[config.mk]
export PLATFORM = sky130hd
export DESIGN_NAME = skpc_mul
export DESIGN_NICKNAME = d
export VERILOG_FILES = /design/src/rtl/skpc_pkg.sv /design/src/rtl/skpc_mul.sv
export SDC_FILE = /design/constraint.sdc
export NUM_CORES = 2
export LEC_CHECK = 0
export BUFFER_PORTS_ARGS = -buffer_cell sky130_fd_sc_hd__buf_2
export CAP_MARGIN = 5
export CORE_ASPECT_RATIO = 1.4
export CORE_UTILIZATION = 50
export DETAILED_ROUTE_END_ITERATION = 8
export GPL_ROUTABILITY_DRIVEN = 0
export MAX_ROUTING_LAYER = met4
export PLACE_DENSITY_LB_ADDON = 0.3
export SYNTH_ARGS = -nofsm -noshare
export SYNTH_HDL_FRONTEND = slang
export SYNTH_SLANG_ARGS = --single-unit
export TNS_END_PERCENT = 5
[constraint.sdc]
create_clock -name aclk -period 17.8 [get_ports aclk]
set_input_delay 1.78 -clock aclk [delete_from_list [all_inputs] [get_ports aclk]]
set_output_delay 1.78 -clock aclk [all_outputs]
set_load 0.02 [all_outputs]
[src/rtl/skpc_pkg.sv]
// ---------------------------------------------------------------------------
// skpc_pkg: shared constants and tables for the soft-knee peak compressor
// Fixed-point widths, dB constants, register indexes and the square-root
// chain used by the exponent stage.
// ---------------------------------------------------------------------------
package skpc_pkg;

    localparam int SAMPLE_BITS_DEF   = 24;
    localparam int DB_TABLE_BITS_DEF = 10;
    localparam int MAX_TABLE_BITS    = 14;

    // shared multiplier: signed operands, full product
    localparam int MUL_W  = 34;
    localparam int PROD_W = 2 * MUL_W;

    // serial divider: dividend and divisor widths
    localparam int DIV_N_W = 42;
    localparam int DIV_D_W = 22;

    localparam int ENV_W = 24;

    // -96 dB and -128 dB in signed Q8.16
    localparam logic signed [ENV_W-1:0] FLOOR_DB_Q16 = 24'hA00000;
    localparam logic signed [ENV_W-1:0] MIN_DB_Q16   = 24'h800000;

    localparam logic [18:0] DB_PER_LOG2_Q16 = 19'd394566;
    localparam logic [13:0] LOG2_PER_DB_Q16 = 14'd10885;

    // configuration register indexes
    typedef enum logic [2:0] {
        REG_THRESHOLD = 3'd0,
        REG_RATIO     = 3'd1,
        REG_KNEE      = 3'd2,
        REG_MAKEUP    = 3'd3,
        REG_ATTACK    = 3'd4,
        REG_RELEASE   = 3'd5,
        REG_BYPASS    = 3'd6,
        REG_STEREO    = 3'd7
    } cfg_idx_t;

    typedef logic [MAX_TABLE_BITS:0][31:0] root_tbl_t;

    function automatic logic [63:0] isqrt64(input logic [63:0] v_in);
        logic [63:0] v;
        logic [63:0] r;
        logic [63:0] b;
        v = v_in;
        r = '0;
        b = 64'd1 << 62;
        for (int i = 0; i < 32; i++) begin
            if (b > v) begin
                b = b >> 2;
            end
        end
        for (int i = 0; i < 32; i++) begin
            if (b != 64'd0) begin
                if (v >= r + b) begin
                    v = v - (r + b);
                    r = (r >> 1) + b;
                end else begin
                    r = r >> 1;
                end
                b = b >> 2;
            end
        end
        return r;
    endfunction

    // root[0] = 2.0 in Q2.30, root[k] = sqrt(root[k-1]) in Q2.30
    function automatic root_tbl_t root_table();
        root_tbl_t   t;
        logic [63:0] prev;
        t    = '0;
        prev = 64'd1 << 31;
        t[0] = 32'h8000_0000;
        for (int k = 1; k <= MAX_TABLE_BITS; k++) begin
            prev = isqrt64(prev << 30);
            t[k] = prev[31:0];
        end
        return t;
    endfunction

endpackage

[src/rtl/skpc_mul.sv]
// ---------------------------------------------------------------------------
// skpc_mul: shared signed multiplier
// One signed product per cycle, registered at the output.
// ---------------------------------------------------------------------------
module skpc_mul (
    input  logic                                     aclk,
    input  logic signed [skpc_pkg::MUL_W-1:0]        mul_a,
    input  logic signed [skpc_pkg::MUL_W-1:0]        mul_b,
    output logic signed [skpc_pkg::PROD_W-1:0]       prod
);

    logic signed [skpc_pkg::PROD_W-1:0] prod_reg;

    always_ff @(posedge aclk) begin
        prod_reg <= mul_a * mul_b;
    end

    assign prod = prod_reg;

endmodule

==> metrics.csv <==
metric,value,unit
placed wire-length estimate,92900,µm
routed length per instance,21.2,µm
die area,87200,µm²
critical path data required time,18100,ps
PortBufs,136,
synthesized area per cell,9.45,µm²
Sinks on Clock Net,68,
initial drt markers,1750,
CORE AREA,84800,µm²
WHS Path Cells,3,
element type at the critical path end,flop,
Setup TNS Final,0,ps
Final Cell Area,44700,µm²
CP Launch Type,input port,
H-Tree Depth,3,
DR pass1 iterations,6,
Total Wirelength,119000,µm
final count of pins violating max slew,0,
Rows,126,
post-layout minimum cycle time,9850,ps
"FF+latch count, synth",68,
Post-CTS Setup Inserts,0,
Rel. slew slack,0.245,
total number of vias,30233,
worst slew pin tran,1130,ps
hold buffers post-CTS,0,
layout cells sized above 1,0.0479,
yosys warns,0,
"antenna viol nets, final",0,
initial antenna violation count,8,
CTS Buf Count,9,
area delta synth->final,3.97,%
Vert. Die Dim,349,µm
Final Hold Viols,0,
prevailing post-synth register cell,dfxtp_1,
"Data arrival, critical path",10150,ps
Post-route DRC,0,
"top cells by area, synth","fa_1, inv_1, and2_1",
Crit Path Max Fanout,34,
CTS resizes,0,
Hold Crit Class,in2reg,
post-synthesis sequential area ratio,0.0316,
"CTS clk-pin slew, worst paths",70,ps
Nets,6019,
max FFs per register,68,
RSZ-0062 raised after global routing,no,
vias per cell,5.39,
Initial Util,0.507,
max-cap viol count,0,
Synth cell types,69,
Post-Syn Instances,4554,
run status,completed,
Async SR Flop Fraction,0,
Final period util,0.554,
largest net degree at the start of global routing,35,
post-synth design cell area,43000,µm²
Crit Path Class,in2reg,
Max clock buf depth,2,
vias in the first global route,34665,
remaining global-route overflow,0,
post-synth top area share,0.577,
setup violators final,0,
Root Driver,clkbuf_16,
post-synthesis net count,6068,
IO Count,137,
first-pass GRT wire length,191000,µm
Synth area leader,fa_1,
global-route usage over all layers,0.301,
Post-synth EDFFs,0,
Die X,250,µm
Fmax achieved,101,MHz
CTS tree,yes,
placed cell areas,44400,µm²
## final cells by class
cell class	instances	area [µm²]
multi-input combinational	3026	36100
antenna	7	17.5
clock buffer	9	225
tap	1088	1360
timing repair buffer	168	921
clock inverter	7	83.8
fill	7904	40100
inverter	1232	4620
sequential	68	1360
## per-layer routing
| layer | up-vias | track usage | routed length (µm) |
|---|---|---|---|
| li1 | 12682 | - | - |
| met1 | 16038 | 0.323 | 40500 |
| met2 | 1102 | 0.524 | 62300 |
| met3 | 411 | 0.0346 | 6610 |
| met4 | 0 | 0.197 | 9170 |
| met5 | - | - | 0 |
## kinds of logic after synthesis
| kind of cell | synth area share |
|---|---|
| AND/OR/NAND/NOR | 0.154 |
| AO/OA/AOI/OAI | 0.0335 |
| adder cells (fa/ha/maj) | 0.637 |
| XOR/XNOR | 0.0161 |
| flip-flops | 0.0316 |
| buffers and inverters | 0.128 |
## cell usage after synthesis (4+ instances only)
cell      number
o21ai_0       31
xnor2_1       56
and2_1       621
nand4_1       11
clkbuf_1     214
dfxtp_1       68
a31oi_1        7
or2_2          4
fa_1        1241
o21bai_1      12
nor3_1         5
and3_1         5
a211oi_1       6
nand2b_1      20
buf_4          4
nor2_1        54
a21oi_1       61
o21a_1         4
a21o_1        37
nand2_1      542
nor2b_1        9
nand3_1       11
ha_1         204
o21ai_1        7
xor2_1        23
inv_1       1231
## through the flow
step                      cells  worst slack (ps)   util  hold slack [ps]
after floorplan            4554              8530      -             1910
after global placement     5582              7600  0.524             2200
after CTS                  5598              7940  0.527             1930
after global routing       5601              7530  0.527             1970
final                      5605              7950  0.527             1940
after detailed placement   5582              7540  0.524             2200
## cells in the final DEF (no fill, tap or decap), drive strengths merged, types with 11 or more instances in the layout
master and n:
nand4 11, fa 1241, a21o 37, inv 1234, a21oi 63, xor2 23, o21ai 41, xnor2 56
and2 623, nand2b 20, buf 168, dfxtp 68, ha 204, o21bai 12, nand2 542, nand3 11
nor2 56
## final timing paths
kind | startpoint | endpoint
min | mul_b[0] | prod[0]
max | mul_b[4] | prod[66]
## critical path, stage by stage
cell      delay (ps)
buf_2            570
nand2_1          190
inv_1            180
fa_1             460
fa_1             600
fa_1             740
fa_1            1330
fa_1             590
fa_1             520
fa_1             490
inv_1             50
fa_1             480
inv_1             50
ha_1             400
and2_1           290
nand2_1          100
o41ai_1          510
a31oi_4          110
o31ai_4          410
a221oi_2         110
xnor2_1          130
Power is left out: the tool's default activity adds up to more than one toggle a clock period on the data nets, which glitch-free logic cannot reach.
