$ cat config.mk
export PLATFORM = sky130hd
export DESIGN_NAME = skpc_div
export DESIGN_NICKNAME = d
export VERILOG_FILES = /design/src/rtl/skpc_pkg.sv /design/src/rtl/skpc_div.sv
export SDC_FILE = /design/constraint.sdc
export NUM_CORES = 1
export LEC_CHECK = 0
export ABC_AREA = 1
export BUFFER_PORTS_ARGS = -buffer_cell sky130_fd_sc_hd__buf_2
export CAP_MARGIN = 15
export CORE_MARGIN = 5
export CORE_UTILIZATION = 55
export DETAILED_ROUTE_END_ITERATION = 7
export PLACE_DENSITY = 0.78
export SLEW_MARGIN = 40
export SYNTH_ARGS = -nofsm -noshare
export SYNTH_HDL_FRONTEND = slang
export SYNTH_SLANG_ARGS = --single-unit
$ cat constraint.sdc
create_clock -name aclk -period 2.7 [get_ports aclk]
set_input_delay 0.405 -clock aclk [delete_from_list [all_inputs] [get_ports aclk]]
set_output_delay 0.405 -clock aclk [all_outputs]
set_load 0.01 [all_outputs]
$ cat src/rtl/skpc_pkg.sv
// ---------------------------------------------------------------------------
// skpc_pkg: shared constants and tables for the soft-knee peak compressor
// Fixed-point widths, dB constants, register indexes and the square-root
// chain used by the exponent stage.
// ---------------------------------------------------------------------------
package skpc_pkg;

    localparam int SAMPLE_BITS_DEF   = 24;
    localparam int DB_TABLE_BITS_DEF = 10;
    localparam int MAX_TABLE_BITS    = 14;

    // shared multiplier: signed operands, full product
    localparam int MUL_W  = 34;
    localparam int PROD_W = 2 * MUL_W;

    // serial divider: dividend and divisor widths
    localparam int DIV_N_W = 42;
    localparam int DIV_D_W = 22;

    localparam int ENV_W = 24;

    // -96 dB and -128 dB in signed Q8.16
    localparam logic signed [ENV_W-1:0] FLOOR_DB_Q16 = 24'hA00000;
    localparam logic signed [ENV_W-1:0] MIN_DB_Q16   = 24'h800000;

    localparam logic [18:0] DB_PER_LOG2_Q16 = 19'd394566;
    localparam logic [13:0] LOG2_PER_DB_Q16 = 14'd10885;

    // configuration register indexes
    typedef enum logic [2:0] {
        REG_THRESHOLD = 3'd0,
        REG_RATIO     = 3'd1,
        REG_KNEE      = 3'd2,
        REG_MAKEUP    = 3'd3,
        REG_ATTACK    = 3'd4,
        REG_RELEASE   = 3'd5,
        REG_BYPASS    = 3'd6,
        REG_STEREO    = 3'd7
    } cfg_idx_t;

    typedef logic [MAX_TABLE_BITS:0][31:0] root_tbl_t;

    function automatic logic [63:0] isqrt64(input logic [63:0] v_in);
        logic [63:0] v;
        logic [63:0] r;
        logic [63:0] b;
        v = v_in;
        r = '0;
        b = 64'd1 << 62;
        for (int i = 0; i < 32; i++) begin
            if (b > v) begin
                b = b >> 2;
            end
        end
        for (int i = 0; i < 32; i++) begin
            if (b != 64'd0) begin
                if (v >= r + b) begin
                    v = v - (r + b);
                    r = (r >> 1) + b;
                end else begin
                    r = r >> 1;
                end
                b = b >> 2;
            end
        end
        return r;
    endfunction

    // root[0] = 2.0 in Q2.30, root[k] = sqrt(root[k-1]) in Q2.30
    function automatic root_tbl_t root_table();
        root_tbl_t   t;
        logic [63:0] prev;
        t    = '0;
        prev = 64'd1 << 31;
        t[0] = 32'h8000_0000;
        for (int k = 1; k <= MAX_TABLE_BITS; k++) begin
            prev = isqrt64(prev << 30);
            t[k] = prev[31:0];
        end
        return t;
    endfunction

endpackage

$ cat src/rtl/skpc_div.sv
// ---------------------------------------------------------------------------
// skpc_div: serial restoring divider
// Unsigned quotient, one bit per cycle; done holds until the next start.
// ---------------------------------------------------------------------------
module skpc_div (
    input  logic                                aclk,
    input  logic                                aresetn,
    input  logic                                start,
    input  logic [skpc_pkg::DIV_N_W-1:0]        dividend,
    input  logic [skpc_pkg::DIV_D_W-1:0]        divisor,
    output logic                                done,
    output logic [skpc_pkg::DIV_N_W-1:0]        quotient
);

    localparam int NW = skpc_pkg::DIV_N_W;
    localparam int DW = skpc_pkg::DIV_D_W;
    localparam int CW = $clog2(NW + 1);

    logic          busy_reg;
    logic          done_reg;
    logic [CW-1:0] cnt_reg;
    logic [NW-1:0] quo_reg;
    logic [DW-1:0] rem_reg;
    logic [DW-1:0] dvs_reg;

    logic [DW:0]   trial;
    logic          ge;
    logic [DW:0]   diff;
    logic [DW-1:0] rem_next;
    logic [NW-1:0] quo_next;

    always_comb begin
        trial    = {rem_reg, quo_reg[NW-1]};
        ge       = trial >= {1'b0, dvs_reg};
        diff     = trial - {1'b0, dvs_reg};
        rem_next = ge ? diff[DW-1:0] : trial[DW-1:0];
        quo_next = {quo_reg[NW-2:0], ge};
    end

    always_ff @(posedge aclk) begin
        if (!aresetn) begin
            busy_reg <= 1'b0;
            done_reg <= 1'b0;
            cnt_reg  <= '0;
        end else if (start) begin
            busy_reg <= 1'b1;
            done_reg <= 1'b0;
            cnt_reg  <= '0;
        end else if (busy_reg) begin
            cnt_reg <= cnt_reg + CW'(1);
            if (cnt_reg == CW'(NW - 1)) begin
                busy_reg <= 1'b0;
                done_reg <= 1'b1;
            end
        end
    end

    always_ff @(posedge aclk) begin
        if (start) begin
            quo_reg <= dividend;
            rem_reg <= '0;
            dvs_reg <= divisor;
        end else if (busy_reg) begin
            quo_reg <= quo_next;
            rem_reg <= rem_next;
        end
    end

    assign done     = done_reg;
    assign quotient = quo_reg;

endmodule

==> impl_metrics.json <==
{
  "status": "completed",
  "setup_viol": 0,
  "yosys_most_used_dff": "edfxtp_1",
  "async_flop_share_pct": 0,
  "criticalPathCategory": "reg2reg",
  "period_needed_ps": 2279,
  "die_width_um": 111.3,
  "ys.warnings.count": 0,
  "numPortBuffers": 109,
  "synth_enable_flop_cells": 64,
  "pin_count": 110,
  "detail_route.wl_per_cell_um": 14.02,
  "nNetsFinal": 942,
  "grt_overflow_total": 0,
  "first_global_vias": 4913,
  "cts-hold-fix-buffers": 0,
  "cts-root-to-sink-buffers": 2,
  "timing.critical_path.to_type": "flop",
  "drt_drc_violations_left": 0,
  "critical_path_depth": 14,
  "yosys-mux-area-fraction_pct": 0,
  "layout_worst_path_cycle_share_pct": 84.40,
  "ir_worst_vdd_uv": 491.3,
  "post_synth_and_or_nand_nor_area_fraction_pct": 34.97,
  "synthesis.instances": 744,
  "crit_slowest_cell": "fa_1",
  "fill_cells": 935,
  "core_area_um2": 10180,
  "totalNegativeSetupSlack_ps": 0,
  "design.die.area_um2": 12390,
  "unrepaired_setup_endpoints_after_global_routing": "false",
  "maximum_number_of_pins_on_one_net_before_global_route_repair": 52,
  "timing.final.hold_violations": 0,
  "hold_ws_ps": 185.1,
  "switching_share_pct": 28.91,
  "power.static_leakage_nw": 3.363,
  "synthesized_net_count": 836,
  "critPathMostFrequentCell": "nand2_1",
  "drive_gt1_share_pct": 19.06,
  "grt_pass1_wl_um": 23080,
  "rr_worst_depth": 14,
  "reg2reg_to": "rem_reg[16]",
  "seq_area_frac_synth_pct": 44.70,
  "upper_clock_frequency_limit_mhz": 438.9,
  "final_common_cell": "nand2_1",
  "gr-usage-all-layers_pct": 22.73,
  "post_synth_design_cell_area_um2": 5643,
  "drt_first_iter_violations": 311,
  "gp_congestion": 0.9799,
  "std_cell_rows": 37,
  "timing.critical_path.max_delay_family": "simple AND/OR/NAND/NOR gates",
  "tritoncts.num_buffers": 9,
  "antenna_found_initial": 0,
  "synth.lib_cells_used.distinct": 38,
  "cell_area_reported_after_detailed_placement_um2": 6270,
  "postCtsSetupRepairBufs": 0,
  "detail_route.first_pass.iterations": 5,
  "critical_path.max_fanout": 4,
  "drt-vias-per-instance": 5.052,
  "slew_headroom_pct": 52.76,
  "max_ffs_per_register": 42,
  "maxCapViolations": 0,
  "worstSetupStartpoint": "quotient[41]",
  "numClockSinks": 94,
  "cell_chain_of_the_critical_path": "inv_1, ha_1, inv_1, fa_1, nand2_1, nand3_1, nand2_1, nand2_1, nand2_1, nand2_1, nand2_1, nand3_2, nand3_1, nand2_1",
  "diodes": 0,
  "pwr-share-seq_pct": 55.1,
  "fin_total_pwr_w": 0.003096,
  "synth_area_per_cell_um2": 7.585,
  "detail-route-antenna-nets": 0,
  "comb_power_share_pct": 15.4,
  "synth-xor-area-share_pct": 1.397,
  "share_of_total_power_in_the_clock_network_pct": 29.6,
  "synth-compound-area-share_pct": 3.548,
  "area_growth_pct": 14.30,
  "cts-root-buf": "clkbuf_8",
  "finClkSkew_ps": 17.24,
  "timing.critical_path.arrival_ps": 2560,
  "start_util_pct": 55.41,
  "synth-seq-cells": 94,
  "intPower_w": 0.002201,
  "worstMarginPinSlew_ps": 707.5,
  "r2r-start": "quotient[41]",
  "largest_family_of_logic_cells_by_synthesized_area": "simple AND/OR/NAND/NOR gates",
  "timing.critical_path.slowest_cell_delay_ps": 440,
  "die_height_um": 111.3,
  "dp_hpwl_um": 10160,
  "tritoncts": "yes",
  "setup_ws_ps": 421.3,
  "post-place-ws_ps": 430.0,
  "cp-endpoint": "rem_reg[16]",
  "wirelength_um": 13900,
  "mostFrequentLayoutCells": "nand2_1, buf_2, inv_1",
  "timing.reg2reg.setup_slack_ps": 420,
  "timing.final.max_slew_violations": 0,
  "total_vias_in_the_final_route": 5007,
  "hold_crit_class": "in2reg",
  "post_synth_fa_ha_maj_area_fraction_pct": 5.676,
  "power_dissipated_by_switching_net_loads_w": 0.0008949,
  "clk_latency_ps": 390,
  "post-route-cell-area_um2": 6450,
  "cts_repair_resize_count": 0,
  "startpoint_type": "flop",
  "h-tree-depth": 3,
  "cp.buffers_inverters": 2,
  "p_per_area_nw_per_um2": 479.9,
  "path_clk_slew_ps": 100,
  "worstPathRequired_ps": 2980
}
worst register-to-register path, stage by stage, from the launching register on:
cell	delay [ps]
edfxtp_1	400
inv_1	100
ha_1	140
inv_1	80
fa_1	440
nand2_1	100
nand3_1	190
nand2_1	110
nand2_1	150
nand2_1	130
nand2_1	60
nand2_1	70
nand3_2	70
nand3_1	90
nand2_1	50
stage by stage:
| step | instances | utilization [%] |
|---|---|---|
| after detailed placement | 975 | 61.56 |
| after global routing | 991 | 63.33 |
| final | 991 | 63.33 |
| after CTS | 991 | 63.33 |
| after floorplan | 744 | - |
| after global placement | 975 | 61.56 |
per-layer routing:
metal | share of wire (%) | global-route usage, % | vias up | wire [µm]
met5 | 0 | 0 | - | 0
met4 | 1.1 | 6.083 | 0 | 155
met3 | 8.4 | 7.205 | 10 | 1171
met2 | 46 | 37.23 | 165 | 6406
met1 | 44 | 29.10 | 2288 | 6162
li1 | - | - | 2544 | -
Yosys cell counts, types with 3 or more instances:
library cell | instances | area [µm²]
o21ai_1 | 9 | 45.04
edfxtp_1 | 64 | 1922
clkbuf_1 | 10 | 37.54
nand3_1 | 47 | 235.2
nand2_1 | 315 | 1182
nor2_2 | 4 | 25.02
xnor2_1 | 7 | 61.31
nand3_2 | 8 | 80.08
nand4_1 | 4 | 25.02
nor3_1 | 6 | 30.03
ha_1 | 24 | 300.3
nor3b_1 | 3 | 22.52
o21bai_1 | 3 | 22.52
nor2_1 | 36 | 135.1
nor2_4 | 3 | 33.78
dfxtp_1 | 30 | 600.6
inv_1 | 106 | 397.9
buf_6 | 4 | 45.04
nand2_2 | 11 | 68.82
a21oi_1 | 16 | 80.08
nand3b_1 | 12 | 90.09
worst min path at each step:
stage | startpoint | to | slack (ps) | depth (start not counted)
2_1_floorplan | rem_reg[12] | rem_reg[12] | 440 | 2
3_3_place_gp | done | done | 450 | 2
3_5_place_dp | rem_reg[14] | rem_reg[14] | 460 | 2
4_1_cts | divisor[10] | dvs_reg[10] | 170 | 1
5_1_grt | divisor[10] | dvs_reg[10] | 170 | 1
6_report | divisor[15] | dvs_reg[15] | 190 | 1
area by class of cell:
type / instances / area [µm²] / area share, %
multi-input combinational: 522 / 2572 / 39.88
tap: 136 / 170.2 / 2.638
timing repair buffer: 114 / 595.6 / 9.234
inverter: 109 / 409.1 / 6.343
sequential: 94 / 2522 / 39.11
clock inverter: 5 / 38.79 / 0.6014
clock buffer: 11 / 141.4 / 2.192
power groups by stage:
| stage | clock (W) | sequential, W | combinational [W] |
|---|---|---|---|
| 3_3_place_gp | 0 | 0.00173 | 0.000470 |
| 4_1_cts | 0.000937 | 0.00170 | 0.000477 |
| 2_1_floorplan | 0 | 0.00176 | 0.000254 |
| 3_5_place_dp | 0 | 0.00173 | 0.000477 |
| 6_report | 0.000915 | 0.00170 | 0.000476 |
| 5_1_grt | 0.00100 | 0.00172 | 0.000534 |
logic make-up after synthesis:
family / Yosys count
AOI/OAI and AO/OA: 35
xor gates and xnor gates: 9
adders and majority gates: 25
buffers and inverters: 128
DFF: 94
and+or+nand+nor: 453
Power figures use the tool's default switching activity.
